### config.mk
export PLATFORM = sky130hd
export DESIGN_NAME = clock_page_replacement
export DESIGN_NICKNAME = d
export VERILOG_FILES = /design/src/hdl/cpr_pkg.sv /design/src/hdl/cpr_cell.sv /design/src/hdl/clock_page_replacement.sv
export SDC_FILE = /design/constraint.sdc
export NUM_CORES = 1
export LEC_CHECK = 0
export BUFFER_PORTS_ARGS = -buffer_cell sky130_fd_sc_hd__buf_2
export CAP_MARGIN = 10
export CORE_MARGIN = 4
export CORE_UTILIZATION = 55
export DETAILED_ROUTE_END_ITERATION = 7
export PLACE_DENSITY = 0.73
export SYNTH_ARGS = -nofsm -noshare
export SYNTH_HDL_FRONTEND = slang
export SYNTH_HIERARCHICAL = 1
export SYNTH_SLANG_ARGS = --single-unit
### constraint.sdc
create_clock -name clk -period 22 [get_ports clk]
set_clock_uncertainty 0.15 [all_clocks]
set_input_delay 4.4 -clock clk [delete_from_list [all_inputs] [get_ports clk]]
set_output_delay 4.4 -clock clk [all_outputs]
set_load 0.01 [all_outputs]
### src/hdl/cpr_pkg.sv
`timescale 1ns / 1ps
package cpr_pkg;

	// Default sizing
	localparam int FRAMES_DEF     = 16;
	localparam int PAGE_WIDTH_DEF = 16;

	// Fixed field widths
	localparam int CFG_W         = 5;
	localparam int OUTCOME_W     = 2;
	localparam int FRAME_INDEX_W = 4;
	localparam int FAULT_W       = 16;

	localparam logic [CFG_W-1:0]   FRAME_COUNT_RST = CFG_W'(16);
	localparam logic [FAULT_W-1:0] FAULT_MAX       = '1;

	// Result codes
	localparam logic [OUTCOME_W-1:0] OUT_HIT   = 2'd0;
	localparam logic [OUTCOME_W-1:0] OUT_FILL  = 2'd1;
	localparam logic [OUTCOME_W-1:0] OUT_FAULT = 2'd2;

	// Command broadcast to every cell
	typedef enum logic [2:0] {
		OP_IDLE,
		OP_LOOKUP,
		OP_NORM,
		OP_FILL,
		OP_SWEEP,
		OP_REPLACE
	} cell_op_t;

	typedef struct packed {
		cell_op_t op;
		logic     tok_active;  // hand currently sits inside the active range
	} cell_cmd_t;

	// Per-cell status seen by the controller
	typedef struct packed {
		logic hand;     // clock hand token
		logic ref_bit;  // second-chance bit
		logic first;    // first matching frame of this lookup
		logic active;   // frame lies below the active count
	} cell_stat_t;

endpackage

### src/hdl/cpr_cell.sv
`timescale 1ns / 1ps
module cpr_cell #(
	parameter int PAGE_WIDTH = cpr_pkg::PAGE_WIDTH_DEF,
	parameter int FRAMES     = cpr_pkg::FRAMES_DEF,
	parameter int CELL_IDX   = 0,
	localparam int NW        = $clog2(FRAMES + 1)
) (
	input  logic                  clk,
	input  logic                  arst_n,
	input  cpr_pkg::cell_cmd_t    cmd,
	input  logic [PAGE_WIDTH-1:0] key,
	input  logic [NW-1:0]         n_act,
	input  logic [NW-1:0]         used,
	input  logic                  found_in,
	input  logic                  pass_in,
	output logic                  found_out,
	output logic                  pass_fwd,
	output logic                  pass_wrap,
	output cpr_pkg::cell_stat_t   stat,
	output logic [PAGE_WIDTH-1:0] page
);
	import cpr_pkg::*;

	localparam logic [NW-1:0] IDX_N = NW'(CELL_IDX);

	logic [PAGE_WIDTH-1:0] page_q;
	logic                  bit_q;
	logic                  tok_q;
	logic                  match;
	logic                  first;
	logic                  is_last;
	logic                  pass;
	logic                  tok_d;

	// Lookup: compare against the key, priority runs down the chain
	assign match     = (cmd.op == OP_LOOKUP) && (IDX_N < used) && (page_q == key);
	assign first     = match && !found_in;
	assign found_out = found_in || match;

	// Hand token moves to the neighbor, last active cell wraps to cell 0
	assign is_last   = (IDX_N == n_act - NW'(1));
	assign pass      = tok_q && ((cmd.op == OP_FILL) || (cmd.op == OP_REPLACE) ||
		((cmd.op == OP_SWEEP) && bit_q));
	assign pass_fwd  = pass && !is_last;
	assign pass_wrap = pass && is_last;

	always_comb begin
		if (cmd.op == OP_NORM) begin
			tok_d = cmd.tok_active ? tok_q : (CELL_IDX == 0);
		end else begin
			tok_d = (tok_q && !pass) || pass_in;
		end
	end

	always_ff @(posedge clk or negedge arst_n) begin
		if (!arst_n) begin
			tok_q <= (CELL_IDX == 0);
		end else begin
			tok_q <= tok_d;
		end
	end

	// Second-chance bit
	always_ff @(posedge clk or negedge arst_n) begin
		if (!arst_n) begin
			bit_q <= 1'b0;
		end else begin
			case (cmd.op)
				OP_LOOKUP: begin
					if (first) bit_q <= 1'b1;
				end
				OP_FILL: begin
					if (IDX_N == used) bit_q <= 1'b1;
				end
				OP_SWEEP: begin
					if (tok_q) bit_q <= 1'b0;
				end
				OP_REPLACE: begin
					if (tok_q) bit_q <= 1'b1;
				end
				default: begin
					bit_q <= bit_q;
				end
			endcase
		end
	end

	// Page storage, no reset
	always_ff @(posedge clk) begin
		if (((cmd.op == OP_FILL) && (IDX_N == used)) || ((cmd.op == OP_REPLACE) && tok_q)) begin
			page_q <= key;
		end
	end

	assign stat.hand    = tok_q;
	assign stat.ref_bit = bit_q;
	assign stat.first   = first;
	assign stat.active  = (IDX_N < n_act);
	assign page         = page_q;

endmodule

### src/hdl/clock_page_replacement.sv
`timescale 1ns / 1ps
// Clock (second-chance) page replacement.
// Input channel (in_valid/in_ready/page_number): one page reference per
// transaction. Output channel (out_valid/out_ready/...): one result per
// reference: outcome, frame now holding the page, evicted page and the
// saturating fault count. Config channel (cfg_valid/cfg_ready/cfg_data)
// writes the active frame count; write it only while the block is idle.
// Frames are a row of cells; the clock hand is a token passed one cell per
// cycle. A hit runs through the lookup and result steps, a fill of a free
// frame through lookup, normalize, fill and result, and a fault through
// lookup, normalize, 1..n+1 sweep steps (n active frames), replace and
// result. One reference is processed at a time; the next one is taken the
// cycle after the result is loaded.
// The result sits in an output register: a stalled receiver holds that
// result while the next reference is accepted and processed, and the block
// then waits in its last step until the register frees.
// Reset clears all second-chance bits, the fill count, the fault count and
// puts the hand at frame 0; frame count returns to 16.
module clock_page_replacement #(
	parameter int FRAMES     = cpr_pkg::FRAMES_DEF,
	parameter int PAGE_WIDTH = cpr_pkg::PAGE_WIDTH_DEF
) (
	input  logic                              clk,
	input  logic                              arst_n,
	input  logic                              cfg_valid,
	output logic                              cfg_ready,
	input  logic [cpr_pkg::CFG_W-1:0]         cfg_data,
	input  logic                              in_valid,
	output logic                              in_ready,
	input  logic [PAGE_WIDTH-1:0]             page_number,
	output logic                              out_valid,
	input  logic                              out_ready,
	output logic [cpr_pkg::OUTCOME_W-1:0]     outcome,
	output logic [cpr_pkg::FRAME_INDEX_W-1:0] frame_index,
	output logic [PAGE_WIDTH-1:0]             evicted_page,
	output logic [cpr_pkg::FAULT_W-1:0]       fault_count
);
	import cpr_pkg::*;

	localparam int NW    = $clog2(FRAMES + 1);
	localparam int FW    = (FRAMES > 1) ? $clog2(FRAMES) : 1;
	localparam int CMP_W = (NW > CFG_W) ? NW : CFG_W;

	typedef enum logic [2:0] {
		ST_IDLE,
		ST_LOOK,
		ST_NORM,
		ST_FILL,
		ST_SWEEP,
		ST_REPLACE,
		ST_RESULT
	} state_t;

	state_t                   state_q;
	logic [CFG_W-1:0]         cfg_q;
	logic [PAGE_WIDTH-1:0]    key_q;
	logic [NW-1:0]            filled_q;
	logic [FAULT_W-1:0]       faults_q;
	logic [OUTCOME_W-1:0]     res_outcome_q;
	logic [FW-1:0]            res_slot_q;
	logic [PAGE_WIDTH-1:0]    res_evict_q;
	logic                     out_valid_q;
	logic [OUTCOME_W-1:0]     outcome_q;
	logic [FRAME_INDEX_W-1:0] frame_index_q;
	logic [PAGE_WIDTH-1:0]    evicted_q;
	logic [FAULT_W-1:0]       fault_count_q;

	logic [CMP_W-1:0]      n_wide;
	logic [NW-1:0]         n_act;
	logic [NW-1:0]         used;
	cell_cmd_t             cmd;
	cell_stat_t            stat [FRAMES];
	logic [PAGE_WIDTH-1:0] pages [FRAMES];
	logic [FRAMES-1:0]     found_out;
	logic [FRAMES-1:0]     pass_fwd;
	logic [FRAMES-1:0]     pass_wrap;
	logic [FRAMES-1:0]     pass_in;
	logic [FRAMES-1:0]     hand_vec;
	logic [FRAMES-1:0]     victim_vec;
	logic [FRAMES-1:0]     first_vec;
	logic                  tok_active;
	logic                  victim;
	logic [FW-1:0]         hit_idx;
	logic [FW-1:0]         hand_idx;
	logic [PAGE_WIDTH-1:0] hand_page;
	logic                  out_free;

	// Config register, always writable
	assign cfg_ready = 1'b1;

	always_ff @(posedge clk or negedge arst_n) begin
		if (!arst_n) begin
			cfg_q <= FRAME_COUNT_RST;
		end else if (cfg_valid) begin
			cfg_q <= cfg_data;
		end
	end

	// Active frame count clamped to 1..FRAMES, filled frames within it
	always_comb begin
		n_wide = CMP_W'(cfg_q);
		if (n_wide == '0) begin
			n_wide = CMP_W'(1);
		end else if (n_wide > CMP_W'(FRAMES)) begin
			n_wide = CMP_W'(FRAMES);
		end
		n_act = NW'(n_wide);
		used  = (filled_q < n_act) ? filled_q : n_act;
	end

	// Command to the cells
	always_comb begin
		case (state_q)
			ST_LOOK:    cmd.op = OP_LOOKUP;
			ST_NORM:    cmd.op = OP_NORM;
			ST_FILL:    cmd.op = OP_FILL;
			ST_SWEEP:   cmd.op = OP_SWEEP;
			ST_REPLACE: cmd.op = OP_REPLACE;
			default:    cmd.op = OP_IDLE;
		endcase
		cmd.tok_active = tok_active;
	end

	// Row of frame cells
	for (genvar g = 0; g < FRAMES; g++) begin : g_cell
		if (g == 0) begin : g_head
			assign pass_in[g] = |pass_wrap;
		end else begin : g_body
			assign pass_in[g] = pass_fwd[g-1];
		end

		cpr_cell #(
			.PAGE_WIDTH(PAGE_WIDTH),
			.FRAMES    (FRAMES),
			.CELL_IDX  (g)
		) u_cell (
			.clk      (clk),
			.arst_n   (arst_n),
			.cmd      (cmd),
			.key      (key_q),
			.n_act    (n_act),
			.used     (used),
			.found_in ((g == 0) ? 1'b0 : found_out[(g == 0) ? 0 : g - 1]),
			.pass_in  (pass_in[g]),
			.found_out(found_out[g]),
			.pass_fwd (pass_fwd[g]),
			.pass_wrap(pass_wrap[g]),
			.stat     (stat[g]),
			.page     (pages[g])
		);
	end

	// Gather cell status: hand position, victim, hit index, page under hand
	always_comb begin
		tok_active = 1'b0;
		hit_idx    = '0;
		hand_idx   = '0;
		hand_page  = '0;
		for (int i = 0; i < FRAMES; i++) begin
			hand_vec[i]   = stat[i].hand;
			first_vec[i]  = stat[i].first;
			victim_vec[i] = stat[i].hand && !stat[i].ref_bit;
			tok_active    = tok_active || (stat[i].hand && stat[i].active);
			if (first_vec[i]) hit_idx = hit_idx | FW'(i);
			if (hand_vec[i]) begin
				hand_idx  = hand_idx | FW'(i);
				hand_page = hand_page | pages[i];
			end
		end
		victim = |victim_vec;
	end

	assign out_free = !out_valid_q || out_ready;

	// Sequencer and output register
	always_ff @(posedge clk or negedge arst_n) begin
		if (!arst_n) begin
			state_q     <= ST_IDLE;
			filled_q    <= '0;
			faults_q    <= '0;
			out_valid_q <= 1'b0;
		end else begin
			// the result step reloads the register itself
			if (out_valid_q && out_ready && (state_q != ST_RESULT)) out_valid_q <= 1'b0;
			case (state_q)
				ST_IDLE: begin
					if (in_valid) begin
						key_q   <= page_number;
						state_q <= ST_LOOK;
					end
				end
				ST_LOOK: begin
					if (found_out[FRAMES-1]) begin
						res_outcome_q <= OUT_HIT;
						res_slot_q    <= hit_idx;
						res_evict_q   <= '0;
						state_q       <= ST_RESULT;
					end else begin
						state_q <= ST_NORM;
					end
				end
				ST_NORM: begin
					state_q <= (used < n_act) ? ST_FILL : ST_SWEEP;
				end
				ST_FILL: begin
					filled_q      <= used + NW'(1);
					res_outcome_q <= OUT_FILL;
					res_slot_q    <= FW'(used);
					res_evict_q   <= '0;
					state_q       <= ST_RESULT;
				end
				ST_SWEEP: begin
					if (victim) begin
						res_slot_q  <= hand_idx;
						res_evict_q <= hand_page;
						state_q     <= ST_REPLACE;
					end
				end
				ST_REPLACE: begin
					if (faults_q != FAULT_MAX) faults_q <= faults_q + FAULT_W'(1);
					res_outcome_q <= OUT_FAULT;
					state_q       <= ST_RESULT;
				end
				ST_RESULT: begin
					if (out_free) begin
						out_valid_q   <= 1'b1;
						outcome_q     <= res_outcome_q;
						frame_index_q <= FRAME_INDEX_W'(res_slot_q);
						evicted_q     <= res_evict_q;
						fault_count_q <= faults_q;
						state_q       <= ST_IDLE;
					end
				end
				default: begin
					state_q <= ST_IDLE;
				end
			endcase
		end
	end

	assign in_ready     = (state_q == ST_IDLE);
	assign out_valid    = out_valid_q;
	assign outcome      = outcome_q;
	assign frame_index  = frame_index_q;
	assign evicted_page = evicted_q;
	assign fault_count  = fault_count_q;

endmodule

==> flow_metrics.py, run 1 <==
metrics = {
    "clock_tree": {
        "cts_hold_buf": 0,
        "h-tree-depth": 2,
        "ctsLongestPathBuffers": 3,
        "clock_latency_ns": 0.58,
        "numCtsBuffers": 43,
        "cts.sink_count": 394,
        "cts_setup_buffers": 0,
        "root_buffer": "clkbuf_16",
        "ctsResizeCount": 0,
        "clkSlewWorstSetupHoldPaths_ns": 0.06,
        "cts_tree": "done",
    },
    "pwr": {
        "p_int_mw": 1.640,
        "power_leakage_nw": 8.115,
        "combPwrFrac": 0.359,
        "p_sw_mw": 1.021,
        "total_power_mw": 2.661,
        "seqPwrFrac": 0.359,
        "power.density_nw_per_um2": 114.1,
        "ir_drop_v": 0.00008310,
        "p_sw_frac": 0.3837,
        "clkPwrFrac": 0.282,
    },
    "die": {
        "placementRows": 71,
        "die_w_microns": 203.6,
        "io-pin-count": 67,
        "die_area_sq_um": 41440,
        "die_y_microns": 203.6,
        "start_util": 0.5585,
        "fp.coreArea_sq_um": 37670,
    },
    "drt": {
        "drt_first_pass_iters": 7,
        "drt-vias-per-instance": 6.858,
        "drtIter0Drc": 2593,
        "drcViolationCount": 0,
        "dr_total_vias": 16170,
        "wire_per_inst_microns": 30.36,
        "drtAntennaViolNets": 0,
        "wl_microns": 71570,
    },
    "placement": {
        "port_buffers": 65,
        "dpl.cell_count": 2276,
        "globalplace.congestion": 1.016,
        "placed_area_sq_um": 21880,
        "hpwl_microns": 48580,
        "pre_cts_slack_ns": 13.80,
    },
    "critical_path": {
        "worstPathRequired_ns": 22.04,
        "worstSetupPathType": "reg2reg",
        "critPathLaunchType": "flip-flop",
        "max_stage_delay_ns": 0.88,
        "cp.arrival_ns": 8.31,
        "path_common_cell": "o21bai_1",
        "critPathMaxFanout": 33,
        "crit_slowest_cell": "nor2_2",
        "regToRegSetupSlack_ns": 13.73,
        "cp-end-kind": "flip-flop",
    },
    "final_layout": {
        "final_nets": 1846,
        "final_common_cell": "edfxtp_1",
        "finalNonFillerCells": 2357,
        "final_util": 0.6193,
        "layout-drive-gt1-share": 0.1486,
        "final_cell_mix": "edfxtp_1 (332), xor2_1 (230), nand2_1 (84)",
        "finalInstanceArea_sq_um": 23320,
        "syn_to_final_growth_pct": 10.88,
    },
    "synthesis": {
        "synth_cells": 1740,
        "synthesis.area_sq_um": 21040,
        "synth_warnings": 6,
        "syn_avg_cell_area_sq_um": 12.09,
    },
    "timing": {
        "drv_slew": 0,
        "totalNegativeSetupSlack_ns": 0,
        "timing.fmax_ghz": 0.1209,
        "min_period_ns": 8.273,
        "rsz0062_at_grt": "false",
        "slew_headroom": 0.1529,
        "hold_viol": 0,
        "holdWs_ns": 0.2658,
        "tightest_slew_ns": 1.263,
        "setup_ws_ns": 13.73,
        "setup_violations": 0,
        "fin_crit_sh": 0.3760,
    },
    "outcome": {
        "status": "complete, no violations",
    },
    "grt": {
        "grt_pass1_vias": 15120,
        "grt_pass1_wl_microns": 103300,
        "overflow": 0,
        "grt_util_all_layers": 0.3396,
        "grt_max_degree": 75,
        "antenna_found_initial": 1,
    },
    "run": {
        "maxCapViolCount": 0,
    },
    "hold_path": {
        "hp-class": "reg2reg",
    },
}
[area by class of cell]
type / instances / area, sq um
Timing Repair Buffer: 118 / 723.2
Inverter: 60 / 226.5
Clock inverter: 32 / 349.1
Tap cell: 511 / 639.4
Sequential cell: 394 / 11520
Fill cell: 2948 / 14340
Multi-Input combinational cell: 1193 / 8767
Antenna cell: 2 / 5.005
Clock buffer: 47 / 1091
[worst max-delay path: cells and delay by family (launching register included)]
family                     cells  cell delay [ns]
and+or+nand+nor                6             1.58
DFF                            1             0.84
muxes                          1             0.25
adders and majority gates      1             0.26
AOI/OAI and AO/OA             19             3.93
buffers and inverters          5             0.85
[metal layers]
metal  GRT usage  wire length, microns  up-vias
met1      0.4572                 26890     7894
met2      0.5050                 30920     1218
li1            -                     -     6806
met3     0.07632                  8223      247
met5           0                     0        -
met4      0.2067                  5539        0
[registers in the layout, summed over array words and instances (netlist names)]
name	cells
g_cell.u_cell/page	256
evicted_page	16
fault_count	16
faults_q	16
g_cell.u_cell/bit_q	16
g_cell.u_cell/tok_q	16
key_q	16
res_evict_q	16
cfg_q	5
filled_q	5
frame_index	4
res_slot_q	4
state_q	3
outcome	2
res_outcome_q	2
out_valid	1
[final timing paths]
path / endpoint / from / cells after the start
setup / recovery: res_evict_q[11] / cfg_q[4] / 32
setup reg to reg: res_evict_q[11] / cfg_q[4] / 32
hold reg to reg: outcome[0] / res_outcome_q[0] / 0
min in group asynchronous: state_q[2] / arst_n / 1
max in group asynchronous: g_cell[5].u_cell/tok_q / arst_n / 2
hold / removal: outcome[0] / res_outcome_q[0] / 0
[power groups by stage]
| stage | clock network (mW) | registers (mW) | logic, mW |
|---|---|---|---|
| 2_1_floorplan | 0 | 0.964 | 0.619 |
| 3_3_place_gp | 0 | 0.966 | 0.917 |
| 3_5_place_dp | 0 | 0.968 | 0.930 |
| 4_1_cts | 0.753 | 0.953 | 0.934 |
| 5_1_grt | 0.786 | 0.961 | 1.01 |
| 6_report | 0.750 | 0.955 | 0.956 |
(Power assumes the default switching activity.)
==> inputs of run 2 (changes only) <==
clock period = 8.5 ns   (was 22 ns; I/O delays follow)
==> run 2 against run 1 <==
Worst setup slack got worse by 13 ns. Non-clock buffer count grew 7. Flip-flop and latch count did not move. Highest routed layer unchanged. Critical path depth up 3. Critical endpoint is now res_evict_q[10]. Clock power up 150%. Clock-buffer cell count grew 6.
==> flow_metrics.py, run 2 (synthesis gave the netlist of run 1 again) <==
metrics = {
    "clock_tree": {
        "h-tree-depth": 2,
        "numCtsBuffers": 43,
        "root_buffer": "clkbuf_16",
        "clkSlewWorstSetupHoldPaths_ns": 0.06,
        "cts_tree": "done",
        "cts.sink_count": 394,
        "cts_hold_buf": 0,
        "ctsLongestPathBuffers": 3,
        "clock_latency_ns": 0.60,
    },
    "grt": {
        "overflow": 0,
        "grt_pass1_wl_microns": 106200,
        "grt_pass1_vias": 15140,
        "antenna_found_initial": 1,
        "grt_util_all_layers": 0.3541,
        "grt_max_degree": 76,
    },
    "drt": {
        "drtAntennaViolNets": 0,
        "drt_first_pass_iters": 6,
        "dr_total_vias": 16060,
        "wire_per_inst_microns": 31.58,
        "drcViolationCount": 0,
        "drt-vias-per-instance": 6.798,
        "drtIter0Drc": 2221,
        "wl_microns": 74610,
    },
    "placement": {
        "port_buffers": 65,
        "hpwl_microns": 51720,
        "globalplace.congestion": 1.026,
    },
    "timing": {
        "tightest_slew_ns": 1.277,
        "rsz0062_at_grt": "false",
        "setup_violations": 0,
        "holdWs_ns": 0.2667,
        "hold_viol": 0,
        "slew_headroom": 0.1488,
        "drv_slew": 0,
        "totalNegativeSetupSlack_ns": 0,
        "min_period_ns": 7.766,
        "fin_crit_sh": 0.9136,
        "timing.fmax_ghz": 0.1288,
    },
    "final_layout": {
        "final_cell_mix": "edfxtp_1 (332), xor2_1 (230), nand2_1 (84)",
        "final_nets": 1853,
        "final_common_cell": "edfxtp_1",
        "layout-drive-gt1-share": 0.1528,
        "largest_reg_flops": 256,
        "diodes": 0,
        "syn_to_final_growth_pct": 10.80,
    },
    "hold_path": {
        "hp-class": "reg2reg",
    },
    "die": {
        "start_util": 0.5585,
        "io-pin-count": 67,
        "die_area_sq_um": 41440,
        "die_w_microns": 203.6,
        "fp.coreArea_sq_um": 37670,
        "placementRows": 71,
        "die_y_microns": 203.6,
    },
    "critical_path": {
        "critPathMaxFanout": 33,
        "path_common_cell": "o21bai_1",
        "cp-end-kind": "flip-flop",
        "max_stage_delay_ns": 0.80,
        "crit_slowest_cell": "dfstp_4",
        "worstSetupPathType": "reg2reg",
        "cp.arrival_ns": 7.89,
        "worstPathRequired_ns": 8.63,
        "critPathLaunchType": "flip-flop",
    },
    "pwr": {
        "power_leakage_nw": 8.123,
        "ir_drop_v": 0.0002109,
        "power.density_nw_per_um2": 294.6,
    },
    "outcome": {
        "status": "complete, no violations",
    },
    "run": {
        "maxCapViolCount": 0,
    },
}
run 2: what timing repair did:
| action | 4_1_cts | 5_1_grt |
|---|---|---|
| resized for setup | 0 | 2 |
| setup endpoints to repair | 0 | 17 |
| buffers inserted | 0 | 0 |
run 2: worst paths after layout:
check | end | depth (start not counted) | slack [ns] | from
worst max-delay path | res_evict_q[10] | 35 | 0.73 | cfg_q[4]
worst min-delay path | outcome[1] | 0 | 0.27 | res_outcome_q[1]
worst max register to register | res_evict_q[10] | 35 | 0.73 | cfg_q[4]
worst min register to register | outcome[1] | 0 | 0.27 | res_outcome_q[1]
max in group asynchronous | g_cell[2].u_cell/bit_q | 2 | 6.16 | arst_n
min in group asynchronous | faults_q[10] | 1 | 0.97 | arst_n
run 2: cell type report:
type,instances,area (sq um)
Inverter,60,226.5
Clock inverter,27,254.0
Clock buffer,53,1114
Timing Repair Buffer,125,788.3
Tap cell,511,639.4
Sequential cell,394,11530
Fill cell,3017,14360
Multi-Input combinational cell,1193,8760
run 2: stage by stage:
stage / total power, mW / utilization / setup WS (ns) / std cells / instance area (sq um)
detailed placement: 4.969 / 0.5824 / 0.6126 / 2283 / 21940
floorplan: 4.097 / - / 0.7864 / 1741 / 21040
CTS: 6.794 / 0.6187 / 0.5682 / 2363 / 23300
global route: 7.104 / 0.6188 / 0.1342 / 2363 / 23310
finish: 6.866 / 0.6188 / 0.7341 / 2363 / 23310
global placement: 4.942 / 0.5824 / 0.7348 / 2283 / 21940
run 2: critical path, delay by kind of cell, from the launching register on:
family / cells / cell delay, ns
buf+inv: 5 / 0.82
simple gates: 8 / 1.12
flops: 1 / 0.80
compound gates: 21 / 4.26
fa+ha+maj: 1 / 0.27
run 2: where the power goes:
part           internal, mW  switching, mW  total (mW)  leakage, nW
clock                  1.03          0.805        1.84        0.672
sequential             2.32          0.171        2.49         3.76
combinational         0.793           1.75        2.54         3.69
run 2: per-layer routing:
layer / wire [microns] / global-route usage
met1: 27210 / 0.4591
met2: 32480 / 0.5271
met3: 8610 / 0.09127
met4: 6310 / 0.2375
met5: 0 / 0
